### src/hw/rtl/osd_pkg.sv
// Package of the OSC packet deframer: transaction types, codes, tables.
// No dependencies.
package osd_pkg;

   localparam int DEF_MAX_TAGS  = 16;
   localparam int DEF_MAX_DEPTH = 4;

   typedef struct packed {
      logic [7:0] in_byte;
      logic       packet_last;
   } osd_req_type;

   typedef struct packed {
      logic [7:0] out_byte;
      logic [2:0] byte_kind;
      logic [3:0] arg_number;
      logic [7:0] arg_type;
      logic       message_done;
      logic [2:0] nest_depth;
      logic [2:0] fault;
      logic       packet_done;
   } osd_rsp_type;

   localparam int MODE_W = 4;
   localparam logic [MODE_W-1:0] M_SCAN   = 4'd0;
   localparam logic [MODE_W-1:0] M_BHDR   = 4'd1;
   localparam logic [MODE_W-1:0] M_TIME   = 4'd2;
   localparam logic [MODE_W-1:0] M_ESIZE  = 4'd3;
   localparam logic [MODE_W-1:0] M_ADDR   = 4'd4;
   localparam logic [MODE_W-1:0] M_APAD   = 4'd5;
   localparam logic [MODE_W-1:0] M_TAG    = 4'd6;
   localparam logic [MODE_W-1:0] M_TPAD   = 4'd7;
   localparam logic [MODE_W-1:0] M_AFIX   = 4'd8;
   localparam logic [MODE_W-1:0] M_ASTR   = 4'd9;
   localparam logic [MODE_W-1:0] M_ASPAD  = 4'd10;
   localparam logic [MODE_W-1:0] M_BSIZE  = 4'd11;
   localparam logic [MODE_W-1:0] M_BDATA  = 4'd12;
   localparam logic [MODE_W-1:0] M_BPAD   = 4'd13;
   localparam logic [MODE_W-1:0] M_SKIPEL = 4'd14;

   localparam logic [2:0] KIND_SKIP  = 3'd0;
   localparam logic [2:0] KIND_BHDR  = 3'd1;
   localparam logic [2:0] KIND_TIME  = 3'd2;
   localparam logic [2:0] KIND_ESIZE = 3'd3;
   localparam logic [2:0] KIND_ADDR  = 3'd4;
   localparam logic [2:0] KIND_TAG   = 3'd5;
   localparam logic [2:0] KIND_ARG   = 3'd6;
   localparam logic [2:0] KIND_PAD   = 3'd7;

   localparam logic [2:0] FAULT_NONE    = 3'd0;
   localparam logic [2:0] FAULT_BUNDLE  = 3'd1;
   localparam logic [2:0] FAULT_TAGS    = 3'd2;
   localparam logic [2:0] FAULT_TRUNC   = 3'd3;
   localparam logic [2:0] FAULT_DEPTH   = 3'd4;

   localparam logic [2:0] CLS_NONE = 3'd0;
   localparam logic [2:0] CLS_FIX4 = 3'd1;
   localparam logic [2:0] CLS_FIX8 = 3'd2;
   localparam logic [2:0] CLS_STR  = 3'd3;
   localparam logic [2:0] CLS_BLOB = 3'd4;

   localparam logic [1:0] SE_CLEAN = 2'd0;
   localparam logic [1:0] SE_DONE  = 2'd1;
   localparam logic [1:0] SE_TRUNC = 2'd2;

   localparam logic [7:0] CH_HASH  = 8'h23;
   localparam logic [7:0] CH_SLASH = 8'h2f;
   localparam logic [7:0] CH_COMMA = 8'h2c;

   function automatic logic [2:0] tag_class(input logic [7:0] t);
      case (t)
         8'h69, 8'h66, 8'h63, 8'h72, 8'h6d: tag_class = CLS_FIX4;
         8'h68, 8'h74, 8'h64:               tag_class = CLS_FIX8;
         8'h73, 8'h53:                      tag_class = CLS_STR;
         8'h62:                             tag_class = CLS_BLOB;
         default:                           tag_class = CLS_NONE;
      endcase
   endfunction

   function automatic logic [7:0] bundle_byte(input logic [2:0] idx);
      case (idx)
         3'd0:    bundle_byte = CH_HASH;
         3'd1:    bundle_byte = 8'h62;
         3'd2:    bundle_byte = 8'h75;
         3'd3:    bundle_byte = 8'h6e;
         3'd4:    bundle_byte = 8'h64;
         3'd5:    bundle_byte = 8'h6c;
         3'd6:    bundle_byte = 8'h65;
         default: bundle_byte = 8'h00;
      endcase
   endfunction

endpackage

### src/hw/rtl/osd_outreg.sv
// Result register of the OSC deframer; takes a new transaction while the
// held one is being taken. Depends on osd_pkg.
module osd_outreg import osd_pkg::*; (
   input  logic        clock,
   input  logic        reset,
   input  logic        req_valid,
   output logic        req_stall,
   output logic        step_en,
   input  osd_rsp_type rsp_next,
   output logic        rsp_valid,
   input  logic        rsp_stall,
   output osd_rsp_type rsp_data
);

   logic        valid_ff, valid_in;
   osd_rsp_type data_ff;

   assign req_stall = valid_ff && rsp_stall;
   assign step_en   = req_valid && !req_stall;
   assign valid_in  = step_en || (valid_ff && rsp_stall);
   assign rsp_valid = valid_ff;
   assign rsp_data  = data_ff;

   always_ff @(posedge clock) begin
      if (reset) begin
         valid_ff <= 1'b0;
      end else begin
         valid_ff <= valid_in;
      end
   end

   always_ff @(posedge clock) begin
      if (step_en) begin
         data_ff <= rsp_next;
      end
   end

endmodule

### config.mk
export PLATFORM = sky130hd
export DESIGN_NAME = osd_outreg
export DESIGN_NICKNAME = d
export VERILOG_FILES = /design/src/hw/rtl/osd_pkg.sv /design/src/hw/rtl/osd_outreg.sv
export SDC_FILE = /design/constraint.sdc
export NUM_CORES = 1
export LEC_CHECK = 0
export BUFFER_PORTS_ARGS = -buffer_cell sky130_fd_sc_hd__buf_2
export CAP_MARGIN = 30
export CORE_UTILIZATION = 35
export CTS_BUF_LIST = sky130_fd_sc_hd__clkbuf_4 sky130_fd_sc_hd__clkbuf_8
export DETAILED_ROUTE_END_ITERATION = 12
export PLACE_DENSITY = 0.73
export SYNTH_ARGS = -nofsm -noshare
export SYNTH_HDL_FRONTEND = slang
export SYNTH_SLANG_ARGS = --single-unit
### constraint.sdc
create_clock -name clock -period 5.5 [get_ports clock]
set_clock_uncertainty 0.2 [all_clocks]
set_input_delay 0.55 -clock clock [delete_from_list [all_inputs] [get_ports clock]]
set_output_delay 0.55 -clock clock [all_outputs]
set_load 0.02 [all_outputs]
==> impl_metrics.ini, run 1 <==
[clock_network]
cts_sinks = 32
ctsResizeCount = 0
h-tree-depth = 2
clk_pin_slew_worst_paths_ns = 0.09
tritoncts = built
clockRootBuffer = clkbuf_4
cts-buffers-inserted = 5
clockBufferDepth = 2
cts_setup_buffers = 0
hold_buffers = 0
insertion_delay_ns = 0.32

[global_route]
grt_pass1_vias = 572
grt-ovfl-total = 0
grt_pass1_wl_um = 2401
antenna_found_initial = 0
globalRouteTotalUtil = 0.1315
grt_max_degree = 32

[critical_path]
startpoint_type = flop
end_kind = output port
critPathBufInv = 1
slowest_stage = dfxtp_1
arrival_ns = 1.10
cpLargestDelayFamily = flip-flops
cp_slowest_stage_delay_ns = 0.33
r2r_start = rsp_valid
startpoint = rsp_valid
critPathMaxFanout = 3
crit_required_ns = 4.75
path_cells = and2_4 -> nor2b_2 -> buf_2
path_class = flop to output port

[finish]
seq_area_um2 = 950.9
finalNonFillerCells = 143
antenna_cells = 0
final_cell_mix = buf_2, edfxtp_1, clkbuf_4
nNetsFinal = 147
areaGrowthSynthToFinish_pct = 46.22
final_common_cell = buf_2
final_util = 0.5565
fillCellCount = 228
drive_above_1_share = 0.6991
multi_input_area_um2 = 26.28

[pwr]
power_density_mw_per_mm2 = 337.5
ir_drop_uv = 205.7
leakagePower_nw = 0.6340

[drt]
drt-pass1-iter-count = 4
drt_iter0_markers = 7
vias_per_cell = 4.287
drt-total-wl_um = 1732
drtAntennaViolNets = 0
drc = 0
num_vias = 613
wire_per_inst_um = 12.11

[floorplanning]
initial_core_util = 0.3806
fp.coreArea_mm2 = 0.002567
die_area_mm2 = 0.003007
die-width_um = 54.84
row_count = 18
ios = 69
die_y_um = 54.84

[synth]
syn_area_um2 = 977.2
ys_seq_area_frac = 0.9731
ys_warn_count = 0
synthCells = 36
yosys.cell_types.count = 6
synth_nets = 71
avgSynthCellArea_um2 = 27.14
ys_seq_elements = 32

[sta]
slew_headroom = 0.7500
finalCritPeriodShare = 0.3358
finalSetupTns_ns = 0
grt_setup_unrepaired = no
final-max-slew-violation-count = 0
max_slew.worst_pin.slew_ns = 0.3749
finalCriticalPeriod_ns = 1.847
hold_viol = 0
setup_viol = 0
fmax_ghz = 0.5415

[place]
placed_cells = 135
gp_congestion = 0.6685
io_buffers = 68
dp_hpwl_um = 1285

[min_path]
hold_path.class = primary input to flop
min_from = reset

[job]
max_cap_violations = 0

[status]
status = complete, no violations
Yosys cell counts:
master,n,area (um^2)
nor2b_2,1,8.760
nor2_1,1,3.750
and2_4,1,8.760
a21oi_1,1,5.000
dfxtp_1,1,20.02
edfxtp_1,31,930.9
per-stage QoR:
| step | setup WS (ns) | hold slack [ns] | area (um^2) | power [W] |
|---|---|---|---|---|
| CTS | 3.635 | 0.1530 | 1429 | 0.0004896 |
| global placement | 3.686 | 0.2909 | 1363 | 0.0003436 |
| floorplan | 3.048 | 0.4062 | 977.2 | 0.0003186 |
| global route | 3.579 | 0.1551 | 1429 | 0.0005029 |
| detailed placement | 3.678 | 0.3289 | 1363 | 0.0003454 |
| finish | 3.653 | 0.1706 | 1429 | 0.0004823 |
sequential cells by signal, summed over array words and instances, names as in the netlist:
register / count
rsp_data: 31
rsp_valid: 1
final cells by class:
cell class	instances	area share
Sequential cell	32	0.6655
Timing Repair Buffer	69	0.2434
Clock buffer	8	0.04641
Multi-Input combinational cell	4	0.01839
Tap cell	30	0.02627
power by group:
group / switching (W) / internal, W / leakage [nW] / total (W)
Sequential: 0.00000343 / 0.000284 / 0.308 / 0.000287
Combinational: 0.0000322 / 0.0000192 / 0.286 / 0.0000515
Clock: 0.0000706 / 0.0000729 / 0.0394 / 0.000143
routing by layer:
layer	global-route usage	vias up	wire (um)
li1	-	292	-
met1	0.1463	263	639
met2	0.1767	54	803
met3	0.05833	4	255
met4	0.1410	0	34
met5	0	-	0
logic make-up (layout without fill, tap and decap cells):
kind of cell           count (synthesis)  after routing  synth area share
AOI/OAI and AO/OA                      1              1          0.005117
buffers and inverters                  0             77                 0
DFF                                   32             32            0.9731
and+or+nand+nor                        3              3           0.02177
worst paths after layout:
kind         cells after the start          end  slack [ns]
max reg2reg                      3  rsp_data[6]        4.00
min reg2reg                      2    rsp_valid        0.34
max                              3      step_en        3.65
min                              2    rsp_valid        0.17
No activity file was read; power rests on OpenSTA's default activity.
==> inputs of run 2 (changes only) <==
ABC_AREA = 1   (was not set)
clock period = 1.75 ns   (was 5.5 ns; I/O delays follow)
==> impl_metrics.ini, run 2 <==
[clock_network]
clockBufferDepth = 2
clk_pin_slew_worst_paths_ns = 0.09
tritoncts = built
cts_setup_buffers = 0
cts-buffers-inserted = 5
clockRootBuffer = clkbuf_4
insertion_delay_ns = 0.32
ctsResizeCount = 0
cts_sinks = 32
h-tree-depth = 2

[finish]
seq_area_um2 = 950.9
largest_reg_flops = 31
final_common_cell = buf_2
final_cell_mix = buf_2, dlygate4sd3_1, edfxtp_1
fillCellCount = 174
areaGrowthSynthToFinish_pct = 82.50
nNetsFinal = 183
antenna_cells = 0
multi_input_area_um2 = 26.28
drive_above_1_share = 0.5570

[pwr]
leakagePower_nw = 0.7924
total_power_w = 0.001620
power_density_mw_per_mm2 = 906.1
ir_drop_uv = 734.8

[sta]
setup_viol = 0
finalCriticalPeriod_ns = 1.556
fmax_ghz = 0.6428
finalCritPeriodShare = 0.8889
finalSetupTns_ns = 0
holdWs_ns = 0.1069
hold_viol = 0
max_slew.worst_pin.slew_ns = 0.1719
slew_headroom = 0.8851
grt_setup_unrepaired = no
final-max-slew-violation-count = 0

[critical_path]
path_class = flop to output port
critPathMaxFanout = 6
arrival_ns = 1.18
end_kind = output port
startpoint = rsp_valid
crit_required_ns = 1.37
r2r_start = rsp_valid
startpoint_type = flop

[synth]
synth_flop_cell = edfxtp_1
avgSynthCellArea_um2 = 26.48
synth_top_family_by_area = simple AND/OR/NAND/NOR gates
synth_nets = 72
synthXorXnorAreaFrac = 0
yosysTopAreaCell = edfxtp_1
synthCells = 37
synthMuxAreaShare = 0
yosys.area_share.simple = 0.01277
syn_area_um2 = 979.7
synth_edf_count = 31
yosys.cell_types.count = 7
netlist.area_leader.share = 0.9502
ys_seq_area_frac = 0.9706
synth_fa_ha_area_frac = 0
async_reset_ff_frac = 0
synth_compound_area_frac = 0.008940
yosys-top-cells-area = edfxtp_1, dfxtp_1, a21oi_2
synthMostInstantiatedCell = edfxtp_1
ys_warn_count = 0
ys_seq_elements = 32

[drt]
drc = 0
vias_per_cell = 4.318
wire_per_inst_um = 14.09
drt-pass1-iter-count = 4
drt-total-wl_um = 2522
num_vias = 773
drtAntennaViolNets = 0
drt_iter0_markers = 11

[min_path]
min_from = req_valid
hold_path.class = primary input to flop

[global_route]
grt_pass1_wl_um = 3394
grt_max_degree = 12
globalRouteTotalUtil = 0.1811
antenna_found_initial = 0
grt-ovfl-total = 0
grt_pass1_vias = 791

[status]
status = complete, no violations

[floorplanning]
fp.coreArea_mm2 = 0.002567
row_count = 18
ios = 69
initial_core_util = 0.3816
die-width_um = 54.91
die_area_mm2 = 0.003015
die_y_um = 54.91

[place]
gp_congestion = 0.6554
io_buffers = 68

[job]
max_cap_violations = 0
## run 2: changes by cell type in the layout (fill, tap and decap cells not counted)
| cell | change |
|---|---|
| a21oi_2 | +1 |
| buf_4 | +2 |
| inv_1 | +1 |
| nand2_2 | +1 |
| clkbuf_4 | -1 |
| a21oi_1 | -1 |
| nor2_1 | -1 |
| and2_4 | -1 |
| clkbuf_8 | +1 |
| dlygate4sd3_1 | +33 |
| nor2b_2 | -1 |
| inv_2 | +1 |
| nor2_4 | +1 |
## run 2: cells by family after synthesis
| family | count (synthesis) |
|---|---|
| AOI/OAI and AO/OA | 1 |
| and+or+nand+nor | 2 |
| buffers and inverters | 2 |
| DFF | 32 |
## run 2: worst paths after layout
| kind | to | slack [ns] | cells past startpoint |
|---|---|---|---|
| worst max-delay path | step_en | 0.19 | 4 |
| worst min register to register | rsp_data[14] | 0.57 | 3 |
| worst max register to register | rsp_valid | 0.35 | 3 |
| worst min-delay path | rsp_data[14] | 0.11 | 3 |
## run 2: what timing repair did
action	in CTS	in global routing
setup endpoints to repair	0	0
hold endpoints to repair	32	0
hold buffers	33	0
## run 2: power by group
group | internal [W] | switching [W] | total [W]
Clock | 0.000252 | 0.000233 | 0.000485
Sequential | 0.000892 | 0.0000112 | 0.000903
Combinational | 0.000112 | 0.000119 | 0.000232
## run 2: worst max-delay path, cell delays in order (launching register included)
cell and delay (ns):
dfxtp_1 0.34, nand2_2 0.11, inv_2 0.06, nor2_4 0.15
buf_2 0.20
## run 2: per-layer routing
layer	GRT usage	wire, um	part of all wire	vias to the layer above
li1	-	-	-	368
met1	0.1878	901	0.36	344
met2	0.2871	1268	0.50	57
met3	0.09016	325	0.13	4
met4	0.1208	26	0.010	0
met5	0	0	0	-
## run 2: per-stage QoR
step | setup WS [ns] | cell area (um^2) | util | cells
after floorplan | 0.03430 | 984.7 | - | 37
after global placement | 0.4682 | 1385 | 0.5395 | 138
after detailed placement | 0.4411 | 1385 | 0.5395 | 138
after CTS | 0.2280 | 1788 | 0.6964 | 179
after global routing | 0.1312 | 1788 | 0.6964 | 179
final | 0.1944 | 1788 | 0.6964 | 179
## run 2: layout make-up
type | count | area share
repair buffers | 104 | 0.3877
well taps | 30 | 0.02099
multi-input cells | 3 | 0.01470
flip-flops and latches | 32 | 0.5318
clock buffers | 8 | 0.04059
inverters | 2 | 0.004199
==> inputs of run 3 (changes only) <==
CORE_ASPECT_RATIO = 1.1   (was not set)
==> impl_metrics.ini, run 3 (synthesized netlist as in run 2, its figures left out) <==
[critical_path]
ff2ff_setup_slack_ns = 0.40
arrival_ns = 1.28
crit_required_ns = 1.37
end_kind = output port
startpoint = rsp_valid
path_class = flop to output port
critPathCapture = step_en
critPathMaxFanout = 32
r2r_start = rsp_valid
startpoint_type = flop
reg2regPathDepth = 3
reg2reg_to = rsp_valid

[global_route]
grt-ovfl-total = 0
grt_pass1_vias = 752
grt_pass1_wl_um = 3146
grt_max_degree = 33
antenna_found_initial = 0
globalRouteTotalUtil = 0.1565

[floorplanning]
die-width_um = 52.45
initial_core_util = 0.3816
die_area_mm2 = 0.003015
fp.coreArea_mm2 = 0.002567
row_count = 19
ios = 69
die_y_um = 57.49

[clock_network]
h-tree-depth = 2
cts_setup_buffers = 0
insertion_delay_ns = 0.30
clk_pin_slew_worst_paths_ns = 0.09
tritoncts = built
clockRootBuffer = clkbuf_4
cts_sinks = 32
cts-buffers-inserted = 5
clockBufferDepth = 2

[min_path]
hold_path.class = primary input to flop

[pwr]
ir_drop_uv = 541.4
p_comb_frac = 0.153
switchingPower_w = 0.0003298
sequentialPowerShare = 0.603
leakagePower_nw = 0.7764
power_density_mw_per_mm2 = 848.8
p_clk_frac = 0.244
intPower_w = 0.001168
p_sw_frac = 0.2202
total_power_w = 0.001498

[sta]
fmax_ghz = 0.6032
finalCriticalPeriod_ns = 1.658
finalCritPeriodShare = 0.9473
final-max-slew-violation-count = 0
slew_headroom = 0.8906
finalSetupTns_ns = 0
grt_setup_unrepaired = no
holdWs_ns = 0.2677
hold_viol = 0
setup_viol = 0
max_slew.worst_pin.slew_ns = 0.1642

[drt]
vias_per_cell = 4.254
drt-total-wl_um = 2245
drt_iter0_markers = 11
drtAntennaViolNets = 0
num_vias = 753
wire_per_inst_um = 12.68
drt-pass1-iter-count = 2
drc = 0

[finish]
seq_area_um2 = 950.9
final_cell_mix = buf_2, dlygate4sd3_1, edfxtp_1
nNetsFinal = 181
antenna_cells = 0
fillCellCount = 182
drive_above_1_share = 0.5479
final_util = 0.6871
largest_reg_flops = 31
final_common_cell = buf_2
areaGrowthSynthToFinish_pct = 80.08
multi_input_area_um2 = 26.28

[job]
max_cap_violations = 0

[place]
gp_congestion = 0.6024
io_buffers = 68

[status]
status = complete, no violations
-- run 3: cell count changes in the layout (fill, tap and decap cells not counted) --
| cell | change |
|---|---|
| buf_12 | +1 |
| buf_4 | -3 |
| clkbuf_8 | -2 |
| clkinv_2 | +1 |
-- run 3: worst min-delay path by stage --
stage / cells after the start / to / slack (ns) / start
after floorplan: 1 / rsp_valid / 0.04 / reset
after global placement: 2 / rsp_valid / 0.14 / reset
after detailed placement: 2 / rsp_valid / 0.14 / reset
after CTS: 5 / rsp_data[17] / 0.25 / rsp_stall
after global routing: 5 / rsp_data[22] / 0.25 / rsp_stall
final: 5 / rsp_data[15] / 0.27 / rsp_stall
-- run 3: per-stage QoR --
| stage | instances | worst slack (ns) | cell area [um^2] |
|---|---|---|---|
| 2_1_floorplan | 37 | 0.03430 | 984.7 |
| 3_3_place_gp | 137 | 0.4656 | 1384 |
| 3_5_place_dp | 137 | 0.4281 | 1384 |
| 4_1_cts | 177 | 0.06473 | 1764 |
| 5_1_grt | 177 | 0.01319 | 1764 |
| 6_report | 177 | 0.09223 | 1764 |
-- run 3: timing repair --
| action | CTS | global route |
|---|---|---|
| hold endpoints to repair | 32 | 0 |
| hold buffers | 33 | 0 |
| resized for setup | 0 | 0 |
-- run 3: area by class of cell --
| cell class | count | area share |
|---|---|---|
| clock buffer | 6 | 0.02553 |
| clock inverter | 1 | 0.002837 |
| inverter | 2 | 0.004255 |
| multi-input combinational | 3 | 0.01489 |
| sequential | 32 | 0.5390 |
| tap | 31 | 0.02199 |
| timing repair buffer | 102 | 0.3915 |
-- run 3: power groups by stage --
stage	Sequential, W	Combinational, W	Clock [W]
finish	0.000902	0.000229	0.000366
global route	0.000906	0.000244	0.000420
CTS	0.000903	0.000230	0.000391
detailed placement	0.000920	0.000173	0
global placement	0.000918	0.000167	0
floorplan	0.000980	0.0000229	0
-- run 3: metal layers --
layer  share of wire  GRT usage  up-vias
met1            0.38     0.1498      341
li1                -          -      360
met4          0.0085    0.09023        0
met2            0.52     0.2785       50
met5               0          0        -
met3           0.094    0.05600        2
-- run 3: worst max-delay path, stage by stage (launching register included) --
cell and delay [ns]:
dfxtp_1 0.33, nand2_2 0.09, inv_2 0.05, nor2_4 0.09, buf_12 0.20, buf_2 0.19
